$ cat src/rtl/plva_pkg.sv
// ----------------------------------------------------------------------------
// plva_pkg
// Shared types and constants for the per-link variance accumulator.
// ----------------------------------------------------------------------------
`default_nettype none

package plva_pkg;

	localparam int DEF_MAX_LINKS = 64;

	localparam int CMD_W    = 3;
	localparam int LINK_W   = 6;
	localparam int SAMPLE_W = 16;
	localparam int SUM_W    = 32;
	localparam int SQ_W     = 48;
	localparam int CNT_W    = 16;
	localparam int OUT_W    = 40;
	localparam int LIU_W    = 7;
	localparam int CFG_W    = 16;
	localparam int CFG_IDX_W = 1;
	localparam int DIV_W    = 32;
	localparam int PROD_W   = 64;

	localparam logic [CMD_W-1:0] CMD_ADD   = 3'd0;
	localparam logic [CMD_W-1:0] CMD_START = 3'd1;
	localparam logic [CMD_W-1:0] CMD_INC   = 3'd2;
	localparam logic [CMD_W-1:0] CMD_CLEAR = 3'd3;
	localparam logic [CMD_W-1:0] CMD_QUERY = 3'd4;

	localparam logic [CFG_IDX_W-1:0] REG_LINKS_IN_USE = 1'd0;
	localparam logic [CFG_IDX_W-1:0] REG_START_SIZE   = 1'd1;

	localparam logic [LIU_W-1:0] LINKS_IN_USE_RST = 7'd64;

	// Per-link moments as kept in the link memory.
	typedef struct packed {
		logic [SUM_W-1:0] sum;
		logic [SQ_W-1:0]  sq;
	} plva_entry_t;

	// Commands from the controller to the datapath.
	typedef struct packed {
		logic cap_in;
		logic walk_rst;
		logic clr_step;
		logic q_step;
		logic rmw_wr;
		logic cnt_start;
		logic cnt_inc;
		logic cnt_clr;
		logic acc_clr;
		logic div_start;
		logic out_load_div;
		logic out_load_err;
	} plva_cmd_t;

	// Status from the datapath to the controller.
	typedef struct packed {
		logic sweep_last;
		logic walk_more;
		logic pipe_busy;
		logic n_lt2;
		logic div_done;
		logic out_free;
	} plva_stat_t;

endpackage

`default_nettype wire

$ cat src/rtl/plva_ctrl.sv
// ----------------------------------------------------------------------------
// plva_ctrl
// Sequencer for memory clearing, sample and count updates, the query walk and division.
// ----------------------------------------------------------------------------
`default_nettype none

module plva_ctrl (
	input  wire logic                        clk,
	input  wire logic                        arst_n,
	input  wire logic                        in_valid,
	input  wire logic [plva_pkg::CMD_W-1:0]  command,
	input  wire plva_pkg::plva_stat_t        stat,
	output logic                             in_stall,
	output plva_pkg::plva_cmd_t              cmd
);
	import plva_pkg::*;

	localparam logic [3:0] S_SWEEP = 4'd0;
	localparam logic [3:0] S_IDLE  = 4'd1;
	localparam logic [3:0] S_ADD   = 4'd2;
	localparam logic [3:0] S_WALK  = 4'd3;
	localparam logic [3:0] S_DRAIN = 4'd4;
	localparam logic [3:0] S_DIV   = 4'd5;
	localparam logic [3:0] S_OUT   = 4'd6;
	localparam logic [3:0] S_ERR   = 4'd7;

	logic [3:0] state_q;
	logic [3:0] state_d;

	always_ff @(posedge clk or negedge arst_n) begin
		if (!arst_n) begin
			state_q <= S_SWEEP;
		end else begin
			state_q <= state_d;
		end
	end

	always_comb begin
		cmd      = '0;
		state_d  = state_q;
		in_stall = (state_q != S_IDLE);
		unique case (state_q)
			S_SWEEP: begin
				cmd.clr_step = 1'b1;
				if (stat.sweep_last) begin
					state_d = S_IDLE;
				end
			end
			S_IDLE: begin
				if (in_valid) begin
					cmd.cap_in = 1'b1;
					unique case (command)
						CMD_ADD: begin
							state_d = S_ADD;
						end
						CMD_START: begin
							cmd.cnt_start = 1'b1;
						end
						CMD_INC: begin
							cmd.cnt_inc = 1'b1;
						end
						CMD_CLEAR: begin
							cmd.cnt_clr  = 1'b1;
							cmd.walk_rst = 1'b1;
							state_d      = S_SWEEP;
						end
						CMD_QUERY: begin
							if (stat.n_lt2) begin
								state_d = S_ERR;
							end else begin
								cmd.walk_rst = 1'b1;
								cmd.acc_clr  = 1'b1;
								state_d      = S_WALK;
							end
						end
						default: begin
						end
					endcase
				end
			end
			S_ADD: begin
				cmd.rmw_wr = 1'b1;
				state_d    = S_IDLE;
			end
			S_WALK: begin
				if (stat.walk_more) begin
					cmd.q_step = 1'b1;
				end else begin
					state_d = S_DRAIN;
				end
			end
			S_DRAIN: begin
				if (!stat.pipe_busy) begin
					cmd.div_start = 1'b1;
					state_d       = S_DIV;
				end
			end
			S_DIV: begin
				if (stat.div_done) begin
					state_d = S_OUT;
				end
			end
			S_OUT: begin
				if (stat.out_free) begin
					cmd.out_load_div = 1'b1;
					state_d          = S_IDLE;
				end
			end
			S_ERR: begin
				if (stat.out_free) begin
					cmd.out_load_err = 1'b1;
					state_d          = S_IDLE;
				end
			end
			default: begin
				state_d = S_IDLE;
			end
		endcase
	end

endmodule

`default_nettype wire

$ cat config.mk
export PLATFORM = sky130hd
export DESIGN_NAME = plva_ctrl
export DESIGN_NICKNAME = d
export VERILOG_FILES = /design/src/rtl/plva_pkg.sv /design/src/rtl/plva_ctrl.sv
export SDC_FILE = /design/constraint.sdc
export NUM_CORES = 1
export LEC_CHECK = 0
export BUFFER_PORTS_ARGS = -buffer_cell sky130_fd_sc_hd__buf_2
export CORE_AREA = 10 10 47 49
export DETAILED_ROUTE_END_ITERATION = 6
export DIE_AREA = 0 0 57 59
export PLACE_DENSITY_LB_ADDON = 0.15
export REMOVE_ABC_BUFFERS = 1
export SLEW_MARGIN = 20
export SYNTH_ARGS = -nofsm -noshare
export SYNTH_HDL_FRONTEND = slang
export SYNTH_SLANG_ARGS = --single-unit
$ cat constraint.sdc
create_clock -name clk -period 1.11 [get_ports clk]
set_input_delay 0.222 -clock clk [delete_from_list [all_inputs] [get_ports clk]]
set_output_delay 0.222 -clock clk [all_outputs]
set_load 0.1 [all_outputs]
==> impl_metrics.py <==
metrics = {
    "logic_synthesis": {
        "synth_area_leader_cell": "dfrtp_1",
        "ys_top_cells_by_area": "dfrtp_1, nand2_1, nor3_1",
        "synth_cell_types": 32,
        "synth-seq-cells": 3,
        "yosys.area.top_type_share_pct": 20.5,
        "synth_common_cells": "nand2_1, nor2_1, dfrtp_1, nor3_1",
        "syn_area_sq_um": 367,
        "synth_warnings": 0,
        "synth_edf_count": 0,
        "synth_most_common_cell": "nand2_1",
        "ys.flop_type": "dfrtp_1",
        "syn_area_per_cell_sq_um": 7.33,
        "synthArstFlopShare_pct": 100,
        "synthCells": 50,
        "seq_area_frac_synth_pct": 20.5,
    },
    "critical_path": {
        "cp-start-kind": "register",
        "crit_chain": "nor2_2 -> nand3_2 -> inv_2 -> nand2_1 -> nor3_1 -> buf_4 -> buf_12",
        "r2r_cells": 7,
        "worst_path_max_delay_cell": "dfrtp_1",
        "worstPathRequired_ns": 0.89,
        "startpoint": "state_q[2]",
        "crit_end": "cmd[5]",
        "path_class": "reg -> out",
        "path_max_fanout": 3,
        "r2r-start": "state_q[2]",
        "regToRegEndpoint": "state_q[0]",
        "end_kind": "primary output",
        "cp_slowest_stage_delay_ns": 0.39,
        "reg2reg_slack_ns": -0.34,
        "crit_arrival_ns": 1.55,
    },
    "power": {
        "leakage_nw": 0.489,
        "peakVddDrop_v": 0.00211,
        "power-per-cell-area_nw_per_um2": 2620,
    },
    "floorplanning": {
        "die_w_um": 57,
        "die_y_um": 59,
        "coreArea_sq_um": 1400,
        "fp-row-count": 14,
        "dieArea_sq_um": 3360,
        "start_util_pct": 26.2,
        "pin_count": 25,
    },
    "route": {
        "via_count": 565,
        "drt_iter0_markers": 3,
        "drtAntennaViolNets": 0,
        "drt-pass1-iter-count": 4,
        "wl_um": 1580,
        "vias_per_cell": 4.63,
        "drc": 0,
        "wire_per_inst_um": 13.0,
    },
    "placement": {
        "detailed_place_hpwl_um": 1220,
        "portBuffers": 24,
        "dp_slack_ns": -0.338,
        "gp_congestion": 0.698,
        "dpl.cell_count": 109,
        "place_area_sq_um": 846,
    },
    "timing": {
        "fin_crit_sh_pct": 160,
        "fin_crit_ns": 1.77,
        "skew_ns": 0.00613,
        "hold_viol": 0,
        "worstMarginPinSlew_ns": 0.221,
        "rsz0062_at_grt": "true",
        "fmax_ghz": 0.565,
        "slew_violations": 0,
        "setup_violations": 16,
        "max_slew_margin_pct": 85.1,
        "fin_ws_ns": -0.661,
        "tns_ns": -7.28,
    },
    "layout": {
        "largest_reg_flops": 3,
        "syn_to_final_growth_pct": 190,
        "drive_gt1_share_pct": 73.6,
        "top_register": "state_q",
        "fin_nets": 119,
        "multi_input_area_sq_um": 355,
        "instances_no_fill": 122,
        "antennaDiodeCount": 0,
        "fill_cells": 97,
        "final_util_pct": 76.0,
        "regArea_sq_um": 75.1,
        "final_area_sq_um": 1060,
        "largest_registers": "state_q: 3 flops",
    },
    "cts": {
        "cts_buffer_depth": 2,
        "cts-buffers-inserted": 3,
        "clk_pin_slew_worst_paths_ns": 0.04,
        "cts_root_buf": "clkbuf_4",
        "cts_tree": "built",
        "clock-sinks": 3,
        "clock_latency_ns": 0.24,
        "htreeDepth": 1,
    },
    "global_route": {
        "grt_start_max_net_pins": 13,
        "grt_pass1_wl_um": 2390,
        "grt_overflow": 0,
        "antenna_found_initial": 0,
        "grtUsageTotal_pct": 8.68,
        "first_global_vias": 557,
    },
    "outcome": {
        "violations": "negative setup slack",
        "outcome": "finished, violations left",
    },
    "run": {
        "maxCapViolations": 0,
    },
    "worst_hold_path": {
        "hold_class": "in -> async",
    },
}
worst min path at each step:
stage	start	endpoint	slack, ns	depth (start not counted)
floorplan	arst_n	state_q[0]	-0.07	0
global placement	arst_n	state_q[2]	0.02	1
detailed placement	arst_n	state_q[2]	0.02	1
CTS	arst_n	state_q[0]	0.31	2
global route	arst_n	state_q[0]	0.31	2
finish	arst_n	state_q[2]	0.31	2
layout make-up:
cell class / count / area share, %
tap: 16 / 1.88
timing repair buffer: 55 / 53.5
clock buffer: 4 / 2.47
inverter: 3 / 1.76
multi-input combinational: 41 / 33.4
sequential: 3 / 7.05
critical path, delay by kind of cell (launching register included):
kind | cells | cell delay [ns]
AND/OR/NAND/NOR | 4 | 0.50
buffers and inverters | 3 | 0.42
flip-flops | 1 | 0.39
cell usage in the layout, fill, tap and decap left out, types with 2 or more instances in the layout:
master	n
a31oi_1	2
buf_2	11
nand3b_1	2
nor2b_4	2
and3_4	2
nor2_4	3
nor3_2	2
buf_4	26
buf_6	3
inv_2	2
clkbuf_4	3
buf_12	13
nand2_1	5
dfrtp_1	3
routing by layer:
layer / GRT usage (%) / routed length, um / vias up
met1: 7.81 / 582 / 247
li1: - / - / 294
met5: 0 / 0 / -
met2: 15.2 / 812 / 22
met3: 5.36 / 170 / 2
met4: 4.03 / 17 / 0
cell families after synthesis:
group | Yosys count | share of synthesized area, %
flip-flops | 3 | 20.5
AO/OA/AOI/OAI | 11 | 20.1
buffers and inverters | 6 | 9.56
XOR/XNOR | 1 | 2.39
AND/OR/NAND/NOR | 29 | 47.4
metrics by stage:
stage	hold slack (ns)	power, mW
after detailed placement	0.0219	2.16
after global routing	0.314	2.94
final	0.307	2.79
after floorplan	-0.0736	1.24
after global placement	0.0210	2.14
after CTS	0.308	2.52
power breakdown:
part | internal (mW) | switching [mW] | total, mW
registers | 0.161 | 0.0445 | 0.206
logic | 1.05 | 1.34 | 2.39
clock network | 0.135 | 0.0594 | 0.194
what timing repair did:
action	4_1_cts	5_1_grt
pin swaps	4	5
gates resized for setup	18	12
buffers inserted	2	7
hold buffers	1	0
hold endpoints to repair	3	0
setup endpoints to repair	16	16
Power figures use the tool's default switching activity.
